<file path="config.mk">
export PLATFORM = sky130hd
export DESIGN_NAME = soft_timer_bank
export DESIGN_NICKNAME = d
export VERILOG_FILES = /design/src/sv/stb_pkg.sv /design/src/sv/stb_front.sv /design/src/sv/stb_queue.sv /design/src/sv/stb_engine.sv /design/src/sv/soft_timer_bank.sv
export SDC_FILE = /design/constraint.sdc
export NUM_CORES = 1
export LEC_CHECK = 0
export BUFFER_PORTS_ARGS = -buffer_cell sky130_fd_sc_hd__clkbuf_2
export CORE_MARGIN = 3
export CORE_UTILIZATION = 45
export CTS_CLUSTER_SIZE = 25
export DETAILED_ROUTE_END_ITERATION = 10
export GPL_ROUTABILITY_DRIVEN = 0
export SLEW_MARGIN = 20
export SYNTH_ARGS = -nofsm -noshare
export SYNTH_HDL_FRONTEND = slang
export SYNTH_HIERARCHICAL = 1
export SYNTH_SLANG_ARGS = --single-unit
</file>
<file path="constraint.sdc">
create_clock -name clk -period 7.4 [get_ports clk]
set_input_delay 1.11 -clock clk [delete_from_list [all_inputs] [get_ports clk]]
set_output_delay 1.11 -clock clk [all_outputs]
set_load 0.01 [all_outputs]
</file>
<file path="src/sv/stb_pkg.sv">
// shared types, constants and command codes for the soft timer bank
package stb_pkg;

  localparam int NUM_TIMERS  = 8;
  localparam int TIMER_IDX_W = (NUM_TIMERS > 1) ? $clog2(NUM_TIMERS) : 1;
  localparam int MAX_OUT     = 8;
  localparam int FIRE_CNT_W  = $clog2(MAX_OUT + 1);
  localparam int QUEUE_DEPTH = 2;
  localparam int QPTR_W      = (QUEUE_DEPTH > 1) ? $clog2(QUEUE_DEPTH) : 1;
  localparam int QCNT_W      = $clog2(QUEUE_DEPTH + 1);

  localparam logic [31:0] FOREVER = 32'hFFFF_FFFF;

  // input kind codes
  localparam logic [2:0] KIND_TICK    = 3'd0;
  localparam logic [2:0] KIND_SERVICE = 3'd1;
  localparam logic [2:0] KIND_ARM     = 3'd2;
  localparam logic [2:0] KIND_DISARM  = 3'd3;
  localparam logic [2:0] KIND_QUERY   = 3'd4;

  // result kind codes
  localparam logic RES_FIRED = 1'b0;
  localparam logic RES_QUERY = 1'b1;

  typedef enum logic [2:0] {
    OP_TICK,
    OP_SERVICE,
    OP_ARM,
    OP_DISARM,
    OP_QUERY
  } op_t;

  typedef struct packed {
    op_t         op;
    logic [2:0]  timer_index;
    logic        in_range;
    logic [31:0] timeout;
    logic [31:0] repeat_count;
  } cmd_t;

  typedef enum logic [1:0] {
    ST_IDLE,
    ST_SCAN,
    ST_FLUSH
  } eng_state_t;

endpackage

</file>
<file path="src/sv/stb_front.sv">
// front end: accepts input items, decodes kind and drops items with no effect
module stb_front (
  input  logic                 in_valid,
  output logic                 in_ready,
  input  logic [2:0]           kind,
  input  logic [2:0]           timer_index,
  input  logic [31:0]          timeout,
  input  logic [31:0]          repeat_count,
  input  logic                 q_full,
  output logic                 q_push,
  output stb_pkg::cmd_t        q_cmd
);

  logic       in_range;
  logic       keep;
  stb_pkg::op_t op;

  assign in_range = 32'(timer_index) < 32'(stb_pkg::NUM_TIMERS);

  always_comb begin
    op   = stb_pkg::OP_TICK;
    keep = 1'b0;
    unique case (kind)
      stb_pkg::KIND_TICK: begin
        op   = stb_pkg::OP_TICK;
        keep = 1'b1;
      end
      stb_pkg::KIND_SERVICE: begin
        op   = stb_pkg::OP_SERVICE;
        keep = 1'b1;
      end
      stb_pkg::KIND_ARM: begin
        op   = stb_pkg::OP_ARM;
        keep = in_range;
      end
      stb_pkg::KIND_DISARM: begin
        op   = stb_pkg::OP_DISARM;
        keep = in_range;
      end
      stb_pkg::KIND_QUERY: begin
        op   = stb_pkg::OP_QUERY;
        keep = 1'b1;
      end
      default: begin
        op   = stb_pkg::OP_TICK;
        keep = 1'b0;
      end
    endcase
  end

  // dropped items are still taken, so ready only follows queue space
  assign in_ready = !q_full;
  assign q_push   = in_valid && !q_full && keep;

  always_comb begin
    q_cmd.op           = op;
    q_cmd.timer_index  = timer_index;
    q_cmd.in_range     = in_range;
    q_cmd.timeout      = timeout;
    q_cmd.repeat_count = repeat_count;
  end

endmodule

</file>
<file path="src/sv/stb_queue.sv">
// short command queue between front end and timer engine
module stb_queue (
  input  logic          clk,
  input  logic          rst,
  input  logic          push,
  input  stb_pkg::cmd_t push_cmd,
  output logic          full,
  input  logic          pop,
  output logic          head_valid,
  output stb_pkg::cmd_t head_cmd
);

  stb_pkg::cmd_t                 entries [stb_pkg::QUEUE_DEPTH];
  logic [stb_pkg::QPTR_W-1:0]    wr_ptr;
  logic [stb_pkg::QPTR_W-1:0]    rd_ptr;
  logic [stb_pkg::QCNT_W-1:0]    fill;

  function automatic logic [stb_pkg::QPTR_W-1:0] bump(input logic [stb_pkg::QPTR_W-1:0] p);
    logic [stb_pkg::QPTR_W-1:0] r;
    if (p == stb_pkg::QPTR_W'(stb_pkg::QUEUE_DEPTH - 1)) r = '0;
    else r = p + 1'b1;
    return r;
  endfunction

  assign full       = fill == stb_pkg::QCNT_W'(stb_pkg::QUEUE_DEPTH);
  assign head_valid = fill != '0;
  assign head_cmd   = entries[rd_ptr];

  always_ff @(posedge clk) begin
    if (push) begin
      entries[wr_ptr] <= push_cmd;
    end
  end

  always_ff @(posedge clk) begin
    if (rst) begin
      wr_ptr <= '0;
      rd_ptr <= '0;
      fill   <= '0;
    end else begin
      if (push) wr_ptr <= bump(wr_ptr);
      if (pop)  rd_ptr <= bump(rd_ptr);
      if (push && !pop) fill <= fill + 1'b1;
      else if (pop && !push) fill <= fill - 1'b1;
    end
  end

endmodule

</file>
<file path="src/sv/stb_engine.sv">
// timer engine: timer state, per-timer scan for tick and service, result register
module stb_engine (
  input  logic          clk,
  input  logic          rst,
  input  logic          cmd_valid,
  input  stb_pkg::cmd_t cmd,
  output logic          cmd_pop,
  output logic          out_valid,
  input  logic          out_ready,
  output logic          result_kind,
  output logic [2:0]    which_timer,
  output logic [31:0]   count_value,
  output logic          is_armed,
  output logic          last
);

  localparam logic [stb_pkg::TIMER_IDX_W-1:0] LAST_IDX =
    stb_pkg::TIMER_IDX_W'(stb_pkg::NUM_TIMERS - 1);

  stb_pkg::eng_state_t state, state_next;

  logic [stb_pkg::NUM_TIMERS-1:0] armed;
  logic [31:0] counters [stb_pkg::NUM_TIMERS];
  logic [31:0] timeouts [stb_pkg::NUM_TIMERS];
  logic [31:0] repeats  [stb_pkg::NUM_TIMERS];

  logic [stb_pkg::TIMER_IDX_W-1:0] scan_idx;
  logic [stb_pkg::FIRE_CNT_W-1:0]  fire_cnt;
  logic                            pend_valid;
  logic [2:0]                      pend_which;
  logic                            pend_armed;

  logic [stb_pkg::TIMER_IDX_W-1:0] rd_idx;
  logic        armed_rd;
  logic [31:0] cnt_rd, tmo_rd, rep_rd, rep_dec, rep_new;
  logic        armed_new;
  logic        fire, fire_go, fire_cap, scan_end, out_free;

  // control decode
  logic        arm_we, disarm_we, tick_we, fire_we, idx_inc;
  logic        load, load_kind, load_armed, load_last;
  logic [2:0]  load_which;
  logic [31:0] load_count;

  assign rd_idx   = (state == stb_pkg::ST_IDLE) ?
                    stb_pkg::TIMER_IDX_W'(cmd.timer_index) : scan_idx;
  assign armed_rd = armed[rd_idx];
  assign cnt_rd   = counters[rd_idx];
  assign tmo_rd   = timeouts[rd_idx];
  assign rep_rd   = repeats[rd_idx];

  assign rep_dec   = rep_rd - 32'd1;
  assign rep_new   = (rep_rd == stb_pkg::FOREVER) ? rep_rd : rep_dec;
  assign armed_new = (rep_rd == stb_pkg::FOREVER) || (rep_dec != 32'd0);

  assign out_free = !out_valid || out_ready;
  assign scan_end = scan_idx == LAST_IDX;
  assign fire     = (cmd.op == stb_pkg::OP_SERVICE) && armed_rd && (cnt_rd >= tmo_rd);
  // a held result must leave before the next firing can take its place
  assign fire_go  = fire && (!pend_valid || out_free);
  assign fire_cap = fire_cnt == stb_pkg::FIRE_CNT_W'(stb_pkg::MAX_OUT - 1);

  always_comb begin
    state_next = state;
    unique case (state)
      stb_pkg::ST_IDLE: begin
        if (cmd_valid &&
            (cmd.op == stb_pkg::OP_TICK || cmd.op == stb_pkg::OP_SERVICE)) begin
          state_next = stb_pkg::ST_SCAN;
        end
      end
      stb_pkg::ST_SCAN: begin
        if (cmd.op == stb_pkg::OP_TICK) begin
          if (scan_end) state_next = stb_pkg::ST_IDLE;
        end else if (fire) begin
          if (fire_go && (fire_cap || scan_end)) state_next = stb_pkg::ST_FLUSH;
        end else if (scan_end) begin
          state_next = pend_valid ? stb_pkg::ST_FLUSH : stb_pkg::ST_IDLE;
        end
      end
      stb_pkg::ST_FLUSH: begin
        if (out_free) state_next = stb_pkg::ST_IDLE;
      end
      default: state_next = stb_pkg::ST_IDLE;
    endcase
  end

  always_comb begin
    cmd_pop    = 1'b0;
    arm_we     = 1'b0;
    disarm_we  = 1'b0;
    tick_we    = 1'b0;
    fire_we    = 1'b0;
    idx_inc    = 1'b0;
    load       = 1'b0;
    load_kind  = stb_pkg::RES_FIRED;
    load_which = pend_which;
    load_count = 32'd0;
    load_armed = pend_armed;
    load_last  = 1'b0;
    unique case (state)
      stb_pkg::ST_IDLE: begin
        if (cmd_valid) begin
          case (cmd.op)
            stb_pkg::OP_ARM: begin
              arm_we  = 1'b1;
              cmd_pop = 1'b1;
            end
            stb_pkg::OP_DISARM: begin
              disarm_we = 1'b1;
              cmd_pop   = 1'b1;
            end
            stb_pkg::OP_QUERY: begin
              if (out_free) begin
                load       = 1'b1;
                load_kind  = stb_pkg::RES_QUERY;
                load_which = cmd.timer_index;
                load_count = cmd.in_range ? cnt_rd : 32'd0;
                load_armed = cmd.in_range && armed_rd;
                load_last  = 1'b1;
                cmd_pop    = 1'b1;
              end
            end
            default: ;
          endcase
        end
      end
      stb_pkg::ST_SCAN: begin
        if (cmd.op == stb_pkg::OP_TICK) begin
          tick_we = armed_rd;
          idx_inc = !scan_end;
          cmd_pop = scan_end;
        end else if (fire) begin
          if (fire_go) begin
            fire_we = 1'b1;
            load    = pend_valid;
            idx_inc = !scan_end;
          end
        end else begin
          idx_inc = !scan_end;
          cmd_pop = scan_end && !pend_valid;
        end
      end
      stb_pkg::ST_FLUSH: begin
        if (out_free) begin
          load      = 1'b1;
          load_last = 1'b1;
          cmd_pop   = 1'b1;
        end
      end
      default: ;
    endcase
  end

  always_ff @(posedge clk) begin
    if (rst) begin
      state <= stb_pkg::ST_IDLE;
    end else begin
      state <= state_next;
    end
  end

  // timer state
  always_ff @(posedge clk) begin
    if (rst) begin
      armed <= '0;
      for (int i = 0; i < stb_pkg::NUM_TIMERS; i++) begin
        counters[i] <= 32'd0;
      end
    end else begin
      if (arm_we) begin
        armed[rd_idx]    <= 1'b1;
        counters[rd_idx] <= 32'd0;
      end else if (disarm_we) begin
        armed[rd_idx]    <= 1'b0;
        counters[rd_idx] <= 32'd0;
      end else if (tick_we) begin
        counters[rd_idx] <= cnt_rd + 32'd1;
      end else if (fire_we) begin
        armed[rd_idx]    <= armed_new;
        counters[rd_idx] <= 32'd0;
      end
    end
  end

  always_ff @(posedge clk) begin
    if (arm_we) begin
      timeouts[rd_idx] <= cmd.timeout;
      repeats[rd_idx]  <= cmd.repeat_count;
    end else if (fire_we) begin
      repeats[rd_idx] <= rep_new;
    end
  end

  // scan position, firing count and the held result of the last firing
  always_ff @(posedge clk) begin
    if (rst) begin
      scan_idx   <= '0;
      fire_cnt   <= '0;
      pend_valid <= 1'b0;
    end else if (state == stb_pkg::ST_IDLE) begin
      scan_idx   <= '0;
      fire_cnt   <= '0;
      pend_valid <= 1'b0;
    end else begin
      if (idx_inc) scan_idx <= scan_idx + 1'b1;
      if (fire_we) begin
        fire_cnt   <= fire_cnt + 1'b1;
        pend_valid <= 1'b1;
      end
    end
  end

  always_ff @(posedge clk) begin
    if (fire_we) begin
      pend_which <= 3'(scan_idx);
      pend_armed <= armed_new;
    end
  end

  // result register
  always_ff @(posedge clk) begin
    if (rst) begin
      out_valid <= 1'b0;
    end else if (load) begin
      out_valid <= 1'b1;
    end else if (out_ready) begin
      out_valid <= 1'b0;
    end
  end

  always_ff @(posedge clk) begin
    if (load) begin
      result_kind <= load_kind;
      which_timer <= load_which;
      count_value <= load_count;
      is_armed    <= load_armed;
      last        <= load_last;
    end
  end

endmodule

</file>
<file path="src/sv/soft_timer_bank.sv">
// soft timer bank top level: front end, command queue and timer engine
// arm, disarm and query are taken from the queue while the engine is idle; a query waits for a free result register
// tick and service: dispatched from idle, then a scan over every timer in turn
// a service that fires ends in a flush state for its final result, which waits out any output stalls
// the engine takes no new item until the last is through, set by the single compare and update unit
// synchronous active-high reset clears armed flags, counters, queue and output
module soft_timer_bank (
  input  logic        clk,
  input  logic        rst,
  input  logic        in_valid,
  output logic        in_ready,
  input  logic [2:0]  kind,
  input  logic [2:0]  timer_index,
  input  logic [31:0] timeout,
  input  logic [31:0] repeat_count,
  output logic        out_valid,
  input  logic        out_ready,
  output logic        result_kind,
  output logic [2:0]  which_timer,
  output logic [31:0] count_value,
  output logic        is_armed,
  output logic        last
);

  logic          q_full;
  logic          q_push;
  logic          q_pop;
  logic          q_head_valid;
  stb_pkg::cmd_t q_push_cmd;
  stb_pkg::cmd_t q_head_cmd;

  stb_front u_front (
    .in_valid     (in_valid),
    .in_ready     (in_ready),
    .kind         (kind),
    .timer_index  (timer_index),
    .timeout      (timeout),
    .repeat_count (repeat_count),
    .q_full       (q_full),
    .q_push       (q_push),
    .q_cmd        (q_push_cmd)
  );

  stb_queue u_queue (
    .clk        (clk),
    .rst        (rst),
    .push       (q_push),
    .push_cmd   (q_push_cmd),
    .full       (q_full),
    .pop        (q_pop),
    .head_valid (q_head_valid),
    .head_cmd   (q_head_cmd)
  );

  stb_engine u_engine (
    .clk         (clk),
    .rst         (rst),
    .cmd_valid   (q_head_valid),
    .cmd         (q_head_cmd),
    .cmd_pop     (q_pop),
    .out_valid   (out_valid),
    .out_ready   (out_ready),
    .result_kind (result_kind),
    .which_timer (which_timer),
    .count_value (count_value),
    .is_armed    (is_armed),
    .last        (last)
  );

endmodule

</file>
==> results.json <==
{
  "rr_endpoint": "u_engine/counters[1][29]",
  "crit_start": "u_engine/state[0]",
  "yosys.area_share.adder_pct": 1.195,
  "nFillCells": 7811,
  "synthTopCellsByArea": "edfxtp_1 (68%), nor2_1 (3.4%), mux2_2 (2.9%), nand2_1 (2.4%), a21oi_1 (2.0%)",
  "r2r_start": "u_engine/state[0]",
  "clock_latency_ns": 0.68,
  "async_flop_share_pct": 0,
  "cts_hold_buffers": 0,
  "max_freq_ghz": 0.1441,
  "crit_arrival_ns": 7.24,
  "worst_pin_slew_ns": 1.170,
  "antenna_cells": 0,
  "muxShareOfSynthArea_pct": 4.386,
  "synth.most_common_cell": "edfxtp_1",
  "ys_types": 96,
  "synth_top_family_by_area": "simple AND/OR/NAND/NOR gates",
  "fin_skew_ns": 0.03481,
  "path_depth": 18,
  "netlist_instances": 3106,
  "period_minus_slack_ns": 6.939,
  "wirelength_um": 122000,
  "dp_worst_setup_slack_ns": 0.6424,
  "clk_pin_slew_ns": 0.06,
  "netlist.area_leader.share_pct": 68.27,
  "synth_nets": 3220,
  "grt_use_total_pct": 24.69,
  "grt_antenna_before_repair": 2,
  "antenna_left": 0,
  "cpPeakStageDelay_ns": 0.91,
  "num_rows": 111,
  "overflow": 0,
  "synth-seq-cells": 976,
  "die_area_mm2": 0.09675,
  "cts_resized": 0,
  "ys.flop_type": "edfxtp_1",
  "drv_slew": 0,
  "viasPerCell": 6.071,
  "path_delay_family": "simple AND/OR/NAND/NOR gates",
  "placed_cell_area_mm2": 0.04405,
  "h-tree-depth": 3,
  "syn_area_per_cell_um2": 13.48,
  "yosysTopAreaCell": "edfxtp_1",
  "die_x_um": 311.1,
  "portBuffers": 113,
  "grt_first_pass_wirelength_um": 178400,
  "path_common_cell": "a21o_1",
  "rsz0062_at_grt": "no",
  "ios": 114,
  "post_cts_buffers": 0,
  "period_share_pct": 93.77,
  "route.detailed.drc": 0,
  "grt_max_degree": 94,
  "tritoncts": "done",
  "path_cells": "or2_1 -> a21oi_4 -> nor2_2 -> buf_4 -> a222oi_1 -> o21ai_0 -> a21oi_1 -> ha_1 -> a21o_1 -> a21o_1 -> a21o_1 -> a21oi_1 -> o21ai_0 -> a221oi_1 -> or4b_2 -> a31oi_1 -> nand2_1 -> nand2b_4",
  "synthSimpleGateAreaFrac_pct": 11.09,
  "rr_worst_depth": 18,
  "synth_edf_count": 952,
  "p_per_area_mw_per_mm2": 380.3,
  "die_h_um": 311.1,
  "ys_seq_area_share_pct": 69.42,
  "irDropWorstVdd_mv": 0.2259,
  "endpoint": "u_engine/counters[1][29]",
  "final_area_mm2": 0.04723,
  "ys_warn_count": 6,
  "cts-buffers-inserted": 98,
  "synthXorXnorAreaFrac_pct": 1.401,
  "crit_buf_inv": 1,
  "coreArea_mm2": 0.09194,
  "drive_gt1_share_pct": 17.53,
  "hold_class": "reg -> reg",
  "cts_sinks": 976,
  "syn_area_mm2": 0.04188,
  "start_util_pct": 45.55,
  "grt_pass1_vias": 26769,
  "synth_compound_area_share_pct": 9.209,
  "layout_setup_ws_ns": 0.4614,
  "hold_viol": 0,
  "routedWlPerCell_um": 26.93,
  "setup_violations": 0,
  "p_leak_uw": 0.01583,
  "synthToLayoutAreaGrowth_pct": 12.78,
  "synthTopCellsByCount": "edfxtp_1 (952), nor2_1 (376), nand2_1 (266)",
  "via_count": 27495,
  "critPathKind": "reg -> reg",
  "dp_hpwl_um": 75710,
  "timing.slew.headroom_pct": 21.63,
  "drt-initial-drc-count": 3579,
  "cp_slowest_cell": "dfxtp_1",
  "dr.pass1.iters": 7,
  "drv_cap": 0,
  "cts_buffer_depth": 3,
  "endpoint_kind": "flip-flop",
  "crit_path_max_fanout": 32,
  "status": "finished clean",
  "final_nets": 3315,
  "worst_setup_path_start_kind": "flip-flop",
  "cts_root_buffer": "clkbuf_16",
  "required_ns": 7.70,
  "rrSetupSlack_ns": 0.46
}
-- through the flow --
stage               utilization [%]  power, uW  cells  setup TNS [ns]  hold WS (ns)
global route                  51.37      18680   4529               0        0.5597
floorplan                         -      10520   3106          -15.01        0.4323
detailed placement            47.91      13020   4344               0        0.5015
CTS                           51.36      17900   4529               0        0.5098
finish                        51.37      17960   4529               0        0.5088
global placement              47.91      12960   4344               0        0.4754
-- layout make-up --
class	count	area (um2)	area share (%)
sequential	976	29070	61.56
tap	1243	1555	3.293
clock inverter	58	560.5	1.187
clock buffer	127	2611	5.529
timing repair buffer	238	1604	3.397
multi-input combinational	1862	11730	24.83
inverter	25	97.59	0.2067
-- routing by layer --
| layer | global-route usage [%] | up-vias | wire length, um |
|---|---|---|---|
| met5 | 0 | - | 23 |
| met4 | 9.514 | 4 | 4629 |
| met3 | 4.982 | 272 | 12940 |
| met2 | 37.08 | 1603 | 54020 |
| met1 | 35.53 | 13705 | 50340 |
| li1 | - | 11911 | - |
-- logic make-up after synthesis --
kind of cell	Yosys count
xor gates and xnor gates	67
and+or+nand+nor	985
AOI/OAI and AO/OA	604
other	1
adders and majority gates	40
buffers and inverters	268
muxes	165
DFF	976
-- worst min-delay path, stage by stage, from the launching register on --
cell     delay [ns]
dfxtp_1        0.32
o21ai_0        0.07
a21oi_1        0.06
-- worst min path at each step --
stage	start	end	slack [ns]	cells past startpoint
2_1_floorplan	u_engine/scan_idx[1]	u_engine/pend_which[1]	0.43	0
3_3_place_gp	u_queue/fill[1]	u_queue/fill[1]	0.48	2
3_5_place_dp	u_queue/fill[1]	u_queue/fill[1]	0.50	2
4_1_cts	u_queue/fill[1]	u_queue/fill[1]	0.51	2
5_1_grt	u_queue/rd_ptr	u_queue/rd_ptr	0.56	2
6_report	u_queue/fill[1]	u_queue/fill[1]	0.51	2
-- where the power goes --
group	total [uW]	leakage (uW)	switching, uW	internal, uW
clock	4870	0.00151	2090	2780
sequential	6660	0.00914	77.7	6590
combinational	6420	0.00518	4420	2000
-- cells in the final DEF (no fill, tap or decap), types with 9 or more instances in the layout --
cell type  count
mux2i_1       53
o22ai_1       54
a221oi_1      10
nand4_1       17
or4_1         10
nor2_1       355
a222oi_1      20
clkbuf_1      24
or3_1          9
clkbuf_2     113
o21ai_0      156
buf_4        117
xnor2_1       41
a31oi_1       32
nand2b_1       9
mux2_2       106
nor3_1        18
nor4_1        22
a21o_1        16
a21oi_1      165
nand2_1      265
nor2_4        19
and2_1        27
xor2_1        26
nand3_1      138
inv_1         22
nor4_2        14
clkbuf_16     98
dfxtp_1       23
and3_1        15
a221o_1       12
ha_1          40
a211oi_1      22
o221ai_1      13
a32oi_1       12
clkinv_1      30
edfxtp_1     952
-- sequential cells by signal, indices dropped and copies added (netlist names), 3 cells and up, named ones only --
register / flops
u_engine/counters: 256
u_engine/repeats: 256
u_engine/timeouts: 256
u_queue/entries: 142
u_engine/count_value: 32
u_engine/armed: 8
u_engine/fire_cnt: 4
u_engine/pend_which: 3
u_engine/scan_idx: 3
u_engine/which_timer: 3
Note: power is estimated with default switching activity, not from simulation.
